## src/hdl/ccpp_pkg.sv

```systemverilog
`timescale 1ns / 1ps
`default_nettype none
// ----------------------------------------------------------------------------
// ccpp_pkg
// Shared types and constants for the clear color to packed pixel core.
// ----------------------------------------------------------------------------
package ccpp_pkg;

    localparam int unsigned WordWidth  = 32;
    localparam int unsigned ByteWidth  = 8;
    localparam int unsigned Lanes      = 4;
    localparam int unsigned SigWidth   = 24;
    localparam int unsigned ProdWidth  = SigWidth + ByteWidth;
    localparam int unsigned ShiftWidth = 6;

    localparam logic [7:0] OneExp     = 8'd127;
    localparam logic [7:0] LowExp     = 8'd111;   // 127 - 16
    localparam logic [7:0] ShiftBase  = 8'd149;   // 22 + 127
    localparam logic [7:0] FullScale  = 8'd255;
    localparam logic [7:0] ByteZero   = 8'd0;

    // what a lane found for its channel
    typedef enum logic [1:0] {
        CH_ZERO,
        CH_FULL,
        CH_FRAC
    } ccpp_kind_t;

    typedef struct packed {
        logic depth_clear;
        logic blue_first_order;
    } ccpp_ctrl_t;

endpackage : ccpp_pkg
`default_nettype wire

```

## src/hdl/ccpp_lane.sv

```systemverilog
`timescale 1ns / 1ps
`default_nettype none
// ----------------------------------------------------------------------------
// ccpp_lane
// One channel: float32 bits to a rounded, clamped unorm8 byte, one register
// stage after the significand multiply.
// ----------------------------------------------------------------------------
module ccpp_lane (
    input  wire logic                                clk,
    input  wire logic                                load,
    input  wire logic [ccpp_pkg::WordWidth-1:0]      word,
    output logic      [ccpp_pkg::ByteWidth-1:0]      chan_byte
);

    logic [7:0]                          expo;
    logic [7:0]                          shift_wide;
    ccpp_pkg::ccpp_kind_t                kind_next;
    ccpp_pkg::ccpp_kind_t                kind_reg;
    logic [ccpp_pkg::ProdWidth-1:0]      prod_next;
    logic [ccpp_pkg::ProdWidth-1:0]      prod_reg;
    logic [ccpp_pkg::ShiftWidth-1:0]     shift_next;
    logic [ccpp_pkg::ShiftWidth-1:0]     shift_reg;
    logic [ccpp_pkg::ProdWidth-1:0]      scaled;
    logic [9:0]                          rounded;

    assign expo = word[30:23];

    always_comb
    begin
        if (word[31])
        begin
            kind_next = ccpp_pkg::CH_ZERO;
        end
        else if (expo >= ccpp_pkg::OneExp)
        begin
            kind_next = ccpp_pkg::CH_FULL;
        end
        else if (expo < ccpp_pkg::LowExp)
        begin
            kind_next = ccpp_pkg::CH_ZERO;
        end
        else
        begin
            kind_next = ccpp_pkg::CH_FRAC;
        end
    end

    // sig * 255, then shift by one less than the full scale shift
    assign prod_next  = {1'b1, word[22:0]} * ccpp_pkg::FullScale;
    assign shift_wide = ccpp_pkg::ShiftBase - expo;
    assign shift_next = shift_wide[ccpp_pkg::ShiftWidth-1:0];

    always_ff @(posedge clk)
    begin
        if (load)
        begin
            kind_reg  <= kind_next;
            prod_reg  <= prod_next;
            shift_reg <= shift_next;
        end
    end

    // round half up: add one at the last kept bit, then drop it
    assign scaled  = prod_reg >> shift_reg;
    assign rounded = {1'b0, scaled[8:0]} + 10'd1;

    always_comb
    begin
        case (kind_reg)
            ccpp_pkg::CH_FULL: chan_byte = ccpp_pkg::FullScale;
            ccpp_pkg::CH_FRAC: chan_byte = rounded[8:1];
            default:           chan_byte = ccpp_pkg::ByteZero;
        endcase
    end

endmodule : ccpp_lane
`default_nettype wire

```

## src/hdl/ccpp_merge.sv

```systemverilog
`timescale 1ns / 1ps
`default_nettype none
// ----------------------------------------------------------------------------
// ccpp_merge
// Packs the four lane bytes in RGBA or BGRA order, or passes the depth word,
// into the output register.
// ----------------------------------------------------------------------------
module ccpp_merge (
    input  wire logic                                clk,
    input  wire logic                                load,
    input  wire ccpp_pkg::ccpp_ctrl_t                ctrl,
    input  wire logic [ccpp_pkg::WordWidth-1:0]      depth_word,
    input  wire logic [ccpp_pkg::ByteWidth-1:0]      red_byte,
    input  wire logic [ccpp_pkg::ByteWidth-1:0]      green_byte,
    input  wire logic [ccpp_pkg::ByteWidth-1:0]      blue_byte,
    input  wire logic [ccpp_pkg::ByteWidth-1:0]      alpha_byte,
    output logic      [ccpp_pkg::WordWidth-1:0]      pixel_value
);

    logic [ccpp_pkg::WordWidth-1:0] pixel_next;
    logic [ccpp_pkg::WordWidth-1:0] pixel_reg;

    always_comb
    begin
        if (ctrl.depth_clear)
        begin
            pixel_next = depth_word;
        end
        else if (ctrl.blue_first_order)
        begin
            pixel_next = {alpha_byte, red_byte, green_byte, blue_byte};
        end
        else
        begin
            pixel_next = {alpha_byte, blue_byte, green_byte, red_byte};
        end
    end

    always_ff @(posedge clk)
    begin
        if (load)
        begin
            pixel_reg <= pixel_next;
        end
    end

    assign pixel_value = pixel_reg;

endmodule : ccpp_merge
`default_nettype wire

```

## src/hdl/clear_color_to_packed_pixel_core.sv

```systemverilog
// An accepted item is held in the first stage register and moves on into the
// output register once that is free, where it waits to be taken. One item is
// accepted every cycle while the output is taken. Four channel lanes multiply
// the significand by 255 into the first stage register. The second stage
// rounds, clamps and packs the bytes (or passes the depth word) into the
// output register. A stall on the output side backs up through both stages.
`timescale 1ns / 1ps
`default_nettype none
// ----------------------------------------------------------------------------
// clear_color_to_packed_pixel_core
// Converts one clear value (four float32 channels) to a packed 32-bit fill
// word, or passes the depth word through.
// ----------------------------------------------------------------------------
module clear_color_to_packed_pixel_core (
    input  wire logic         clk,
    input  wire logic         rst_n,
    input  wire logic         s_tvalid,
    output logic              s_tready,
    // red_word, green_word, blue_word, alpha_word
    input  wire logic [127:0] s_tdata,
    // depth_clear, blue_first_order
    input  wire logic [1:0]   s_tuser,
    output logic              m_tvalid,
    input  wire logic         m_tready,
    // pixel_value
    output logic      [31:0]  m_tdata
);

    localparam int unsigned W = ccpp_pkg::WordWidth;

    logic                  s1_valid_reg;
    logic                  s1_valid_next;
    logic                  out_valid_reg;
    logic                  out_valid_next;
    logic                  out_free;
    logic                  s1_move;
    logic                  in_take;
    ccpp_pkg::ccpp_ctrl_t  ctrl_reg;
    logic [W-1:0]          depth_reg;
    logic [ccpp_pkg::ByteWidth-1:0] lane_byte [ccpp_pkg::Lanes];

    assign out_free = !out_valid_reg || m_tready;
    assign s1_move  = s1_valid_reg && out_free;
    assign s_tready = !s1_valid_reg || out_free;
    assign in_take  = s_tvalid && s_tready;

    assign s1_valid_next  = in_take || (s1_valid_reg && !out_free);
    assign out_valid_next = s1_move || (out_valid_reg && !m_tready);

    always_ff @(posedge clk or negedge rst_n)
    begin
        if (!rst_n)
        begin
            s1_valid_reg  <= 1'b0;
            out_valid_reg <= 1'b0;
        end
        else
        begin
            s1_valid_reg  <= s1_valid_next;
            out_valid_reg <= out_valid_next;
        end
    end

    always_ff @(posedge clk)
    begin
        if (in_take)
        begin
            ctrl_reg.depth_clear      <= s_tuser[0];
            ctrl_reg.blue_first_order <= s_tuser[1];
            depth_reg                 <= s_tdata[W-1:0];
        end
    end

    genvar i;
    generate
        for (i = 0; i < ccpp_pkg::Lanes; i++)
        begin : g_lane
            ccpp_lane u_lane (
                .clk       (clk),
                .load      (in_take),
                .word      (s_tdata[i*W +: W]),
                .chan_byte (lane_byte[i])
            );
        end
    endgenerate

    ccpp_merge u_merge (
        .clk         (clk),
        .load        (s1_move),
        .ctrl        (ctrl_reg),
        .depth_word  (depth_reg),
        .red_byte    (lane_byte[0]),
        .green_byte  (lane_byte[1]),
        .blue_byte   (lane_byte[2]),
        .alpha_byte  (lane_byte[3]),
        .pixel_value (m_tdata)
    );

    assign m_tvalid = out_valid_reg;

    // a free output stage never blocks the input
    a_ready_when_free : assert property (@(posedge clk) disable iff (!rst_n)
        m_tready |-> s_tready)
        else $error("input stalled while output stage free");

    // a result appears only after the first stage held an item
    a_out_from_stage1 : assert property (@(posedge clk) disable iff (!rst_n)
        $rose(m_tvalid) |-> $past(s1_valid_reg))
        else $error("output valid without a first stage item");

    // an item that moves forward must show on the output next cycle
    a_move_lands : assert property (@(posedge clk) disable iff (!rst_n)
        s1_move |=> m_tvalid)
        else $error("item lost between stages");

endmodule : clear_color_to_packed_pixel_core
`default_nettype wire
```

## config.mk

```make
export PLATFORM = sky130hd
export DESIGN_NAME = clear_color_to_packed_pixel_core
export DESIGN_NICKNAME = d
export VERILOG_FILES = /design/src/hdl/ccpp_pkg.sv /design/src/hdl/ccpp_lane.sv /design/src/hdl/ccpp_merge.sv /design/src/hdl/clear_color_to_packed_pixel_core.sv
export SDC_FILE = /design/constraint.sdc
export NUM_CORES = 2
export LEC_CHECK = 0
export BUFFER_PORTS_ARGS = -buffer_cell sky130_fd_sc_hd__buf_2
export CAP_MARGIN = 30
export CORE_UTILIZATION = 45
export DETAILED_ROUTE_END_ITERATION = 7
export RECOVER_POWER = 100
export REMOVE_ABC_BUFFERS = 1
export SETUP_SLACK_MARGIN = 0.5
export SLEW_MARGIN = 10
export SYNTH_ARGS = -nofsm -noshare
export SYNTH_HDL_FRONTEND = slang
export SYNTH_SLANG_ARGS = --single-unit
```

## constraint.sdc

```tcl
create_clock -name clk -period 17.05 [get_ports clk]
set_clock_uncertainty 0.15 [all_clocks]
set_input_delay 2.5575 -clock clk [delete_from_list [all_inputs] [get_ports clk]]
set_output_delay 2.5575 -clock clk [all_outputs]
set_load 0.05 [all_outputs]
```

# ---- Word-level counts from Yosys, hierarchy flattened
# Index checks and enable logic that the tools add are counted.
dict set report word_totals {
  word_cells 84
  n_memories 0
  mem_bits_rw 0
  mem_bits_ro 0
  out_inout_bits 34
  latchBits 0
  reg_bits 228
}
dict set report op_classes {
  n_lt_le_gt_ge 8
  n_shift 4
  reduce_logical 16
  bitwise_logic 0
  n_eq_ne 8
  muxes 14
  add_sub_neg 8
  n_mul 4
  n_div 0
}
# cell count
set ops {}
lappend ops {{24-bit by 8-bit multiplier with 32-bit output (second input constant)} 4}
lappend ops {{32-bit by 6-bit >> shifter with 9-bit output} 4}
lappend ops {{8-bit one-hot mux with 2 select lines} 4}
lappend ops {{9-bit by 1-bit adder with 9-bit output (second input constant)} 4}
lappend ops {{8-bit by 7-bit greater-or-equal comparator with 1-bit output (second input constant)} 4}
lappend ops {{8-bit by 7-bit < comparator with 1-bit output (second input constant)} 4}
lappend ops {{32-bit two-way mux} 1}
lappend ops {{24-bit two-way mux} 1}
lappend ops {{5-bit by 6-bit subtractor with 6-bit output (first input constant)} 4}
lappend ops {{2-bit by 1-bit == test with 1-bit output (second input constant)} 4}
lappend ops {{2-bit == test (second input constant)} 4}
lappend ops {{2-bit two-way mux} 4}
lappend ops {{2-bit OR reduction} 4}
lappend ops {{1-bit logical AND} 4}
lappend ops {{1-bit zero test} 4}
lappend ops {{1-bit logical OR} 4}
lappend ops {{1-bit two-way mux} 4}

# ---- Longest topological paths before layout
dict set report depth {
  word_depth 5
  ltp_mapped 18
  ltp_nobuf 18
}

# ---- Modules after synthesis
# A second synthesis with hierarchy kept.
dict set report hier_totals {
  cells_unflattened 2945
  hier_area_um2 32272.2
}
# mod instances area_each_um2 cells_each seq_area_each_um2
set modules_own_cells {}
lappend modules_own_cells {{ccpp_lane (g_lane[1].u_lane)} 1 7672.4 737 1201.2}
lappend modules_own_cells {{ccpp_lane (g_lane[0].u_lane)} 1 7460.9 727 1201.2}
lappend modules_own_cells {{ccpp_lane (g_lane[2].u_lane)} 1 7427.1 698 1201.2}
lappend modules_own_cells {{ccpp_lane (g_lane[3].u_lane)} 1 7083.0 638 1201.2}
lappend modules_own_cells {ccpp_merge 1 1503.9 103 960.9}
lappend modules_own_cells {clear_color_to_packed_pixel_core 1 1124.8 42 1071.0}

# ---- Worst setup path before layout
# No wires, ideal clock.
dict set report synth_timing {
  path_kind {in2reg}
  start {input m_tready}
  end {register ctrl_reg[0] (netlist name), enable pin}
  t_required_ps 16325
  setup_time_ps 575
  path_slack_ps 8865
  path_buffers 0
  arrival_time_ps 7460
  path_stages 2
  path_cell_list {nand3b_1 > and2_1}
}
dict set report synth_between {
  elab_chain_len 3
}
# element line
set synth_rtl {}
lappend synth_rtl {{start, declared} clear_color_to_packed_pixel_core.sv:24} ;# input wire logic m_tready,
lappend synth_rtl {{1-bit logical OR} clear_color_to_packed_pixel_core.sv:42} ;# assign out_free = !out_valid_reg || m_tready;
lappend synth_rtl {{1-bit logical OR} clear_color_to_packed_pixel_core.sv:44} ;# assign s_tready = !s1_valid_reg || out_free;
lappend synth_rtl {{1-bit logical AND} clear_color_to_packed_pixel_core.sv:45} ;# assign in_take = s_tvalid && s_tready;
lappend synth_rtl {{named net g_lane[0].u_lane.load} ccpp_lane.sv:10} ;# input wire logic load,
lappend synth_rtl {{end, declared} clear_color_to_packed_pixel_core.sv:38} ;# ccpp_pkg::ccpp_ctrl_t ctrl_reg;
# The timed path passes the listed nets, and every way through them passes these cells.
# A chain may end at the register's enable or synchronous reset.

# ---- Worst setup path after layout
dict set report layout_timing {
  start {input m_tready}
  end {register g_lane[0].u_lane.prod_reg[7] (netlist name), enable pin}
}
dict set report layout_between {
  elab_chain_len 3
}
# element line
set layout_rtl {}
lappend layout_rtl {{1-bit logical OR} clear_color_to_packed_pixel_core.sv:42}
lappend layout_rtl {{1-bit logical OR} clear_color_to_packed_pixel_core.sv:44}
lappend layout_rtl {{1-bit logical AND} clear_color_to_packed_pixel_core.sv:45}
lappend layout_rtl {{named net g_lane[0].u_lane.load} ccpp_lane.sv:10}
lappend layout_rtl {{end signal, assigned} ccpp_lane.sv:58} ;# prod_reg <= prod_next;
lappend layout_rtl {{end, declared} ccpp_lane.sv:20} ;# logic [ccpp_pkg::ProdWidth-1:0] prod_reg;
# The timed path passes the listed nets, and every way through them passes these cells.

==> impl_results.md <==
* Status: complete, but fails checks
* Initial Utilization at 0.4545
* Clock Path Buffers at 3
* First-pass DRT Iterations at 7
* Hold Startpoint: s1_valid_reg$_DFF_PN0_
* Global placement routability congestion at ~0.90
* Antenna Nets Post-Route at 0
* Max_slew headroom at -1.413
* Post-route cell area at 33,360 µm²
* Power Density at 192.0 nW/µm²
* Via count at 20,650
* Max-cap violations at 8
* Placed cell count at 3,734
* CTS root buffer: clkbuf_16
* Synth cell types at 94
* Cell with the largest stage delay on the worst path: and2_0
* Hold Violations, Final at 0
* Worst-path cell chain: buf_2, nand3b_1, and2_0, clkbuf_1, clkbuf_1
* Full die area at 70,200 µm²
* Max reg flops at 127
* Synth Flop Type: edfxtp_1
* Grt ovf at 0
* Syn avg cell area at between 10 and 15 µm²
* Clk_lat worst skew at 0.55 ns
* Hpwl dp at approximately 57,000 µm
* Num CTS Buffers at 26
* Slew at the pin closest to its max-slew limit at ~3.6 ns
* Worst-path fanout max at a little under 50
* Vias in the first global route at 21,790
* Most frequent CP cell: clkbuf_1
* Gate Count Post-Synth at about 2,700
* First-pass GRT wire length at between 100,000 and 150,000 µm
* Post-synth ARST share at 0.008850
* Worst R2R Start: m_tvalid$_DFF_PN0_
* H-tree levels at 1
* Num rows at 96
* Initial antenna violation count at 5
* Layout cell share with drive strength beyond 1 at 0.1048
* Register area share after synthesis at 0.2178
* Crit path required time at around 17 ns
* Yosys warnings at 0
* Post_cts resized at 0
* P_leak at 14.33 nW
* Cts hold-fix bufs at 0
* VDD IR max at about 97 µV
* Die X at ~260 µm
* DIE HEIGHT at roughly 260 µm
* Crit Path Class: in2reg
* CTS tree: done
* Final period util at 0.4943
* Initial DRC Count at 1,321
* DRT Wirelength at 67,900 µm
* Largest net degree at the start of global routing at 76
* Ports at approximately 170
* Worst min path class: reg2reg
* Post-synthesis register bit count at ~230
* Final Critical Period at about 8.4 ns
* Critical Path Start: m_tready
* Final setup vio count at 0
* Final Power at approximately 6.4 mW
* GR peak layer: met2
* Placeable Area at between 60,000 and 70,000 µm²
* Final non-filler cell total at 3,784
* Area delta synth->final at 7.210%
* Clk slew on worst S/H paths at roughly 0.060 ns
* Post-Syn Area at ~31,000 µm²
* Highest Clock Rate at 118.7 MHz
* All-Layer GR Usage at 0.2005
* CP Data Arrival Time at between 8 and 9 ns
* Vias per cell at around 5.5
* Failing checks: max-capacitance violations, max-slew violations
* Max-slew violations at around 350
* Clock net sink count at between 200 and 250
* DRC at 0
* Met2 Resource Use GR at 0.3320
* Crit end category: flop
* Setup Fix Bufs, Post-CTS at 0
* Met3 GRT Util at 0.03000
* CP Launch Type: input port
* Met1 Usage GRT at 0.2824
* EDFF count, synth at 224
* Port Buffers at approximately 170
* Nets at around 3,700
* Routed wire per std cell at 17.95 µm
* Max incr delay on CP at 2.19 ns
* TNS Setup at 0 ns
* RSZ-0062 raised after global routing: false
* Dpl cell area at between 30,000 and 40,000 µm²
through the flow:
step	utilization	worst slack [ns]	hold slack, ns
floorplan	-	8.865	0.2987
global placement	0.4775	9.095	0.3066
detailed placement	0.4778	8.987	0.3220
CTS	0.4892	9.559	0.3376
global route	0.4872	8.030	0.3622
finish	0.4872	8.623	0.3409
report_power, final:
part | switching, mW | internal [mW]
Sequential | 0.184 | 1.05
Combinational | 2.50 | 2.14
Clock | 0.222 | 0.303
synthesized netlist by cell type, types with 18 or more instances:
cell type,instances,share of area
o21ai_1,23,0.0037
fa_1,428,0.28
mux2i_1,66,0.021
nand2b_1,30,0.0060
clkbuf_1,26,0.0031
o21a_1,22,0.0053
nand3_1,29,0.0047
xor2_1,44,0.012
a21o_1,40,0.0097
edfxtp_1,224,0.22
mux4_2,135,0.098
ha_1,211,0.085
nor2b_1,32,0.0064
nor2_1,123,0.015
o21ai_0,83,0.013
buf_2,20,0.0032
nand2_1,93,0.011
xnor2_1,88,0.025
nor3_1,26,0.0042
a21oi_1,146,0.023
mux2_2,18,0.0065
inv_1,529,0.064
worst max-delay path: cells and delay by family:
kind	cells	cell delay, ns
simple gates	2	2.41
buf+inv	3	3.37
per-layer routing:
layer	up-vias	share of wire
li1	9762	-
met1	10380	0.46
met2	438	0.48
met3	69	0.048
met4	4	0.017
met5	-	0.00034
cell type report:
type,instances,area (µm²)
Antenna cell,2,5.005
Inverter,535,2008
Clock buffer,36,709.4
Timing Repair Buffer,183,864.6
Fill cell,6263,35110
Multi-Input combinational cell,1910,21820
Tap cell,882,1104
Sequential cell,226,6777
Clock inverter,10,72.57
logic make-up after synthesis:
| family | Yosys count | share of synthesized area |
|---|---|---|
| xor+xnor | 132 | 0.03715 |
| mux | 240 | 0.1375 |
| simple gates | 429 | 0.07029 |
| compound gates | 470 | 0.09783 |
| buf+inv | 609 | 0.07921 |
| flops | 226 | 0.2178 |
| fa+ha+maj | 639 | 0.3602 |
cell usage in the layout, fill, tap and decap left out, drive strengths merged, types with 20 or more instances in the layout:
cell    count
a211oi     20
a21o       40
a21oi     146
buf       102
clkbuf    117
edfxtp    224
fa        428
ha        211
inv       532
mux2       30
mux2i      66
mux4      144
nand2      93
nand2b     30
nand3      29
nor2      124
nor2b      32
nor3       28
o21a       22
o21ai     107
xnor2      88
xor2       44
final timing paths:
kind / endpoint / slack [ns] / depth (start not counted)
worst max-delay path: g_lane[0].u_lane.prod_reg[7]$_DFFE_PP_ / 8.62 / 5
worst min-delay path: m_tvalid$_DFF_PN0_ / 0.34 / 1
worst max register to register: g_lane[0].u_lane.prod_reg[7]$_DFFE_PP_ / 10.31 / 4
worst min register to register: m_tvalid$_DFF_PN0_ / 0.34 / 1
max in group asynchronous: m_tvalid$_DFF_PN0_ / 14.99 / 1
min in group asynchronous: s1_valid_reg$_DFF_PN0_ / 1.63 / 1
Note: power is estimated with default switching activity, not from simulation.
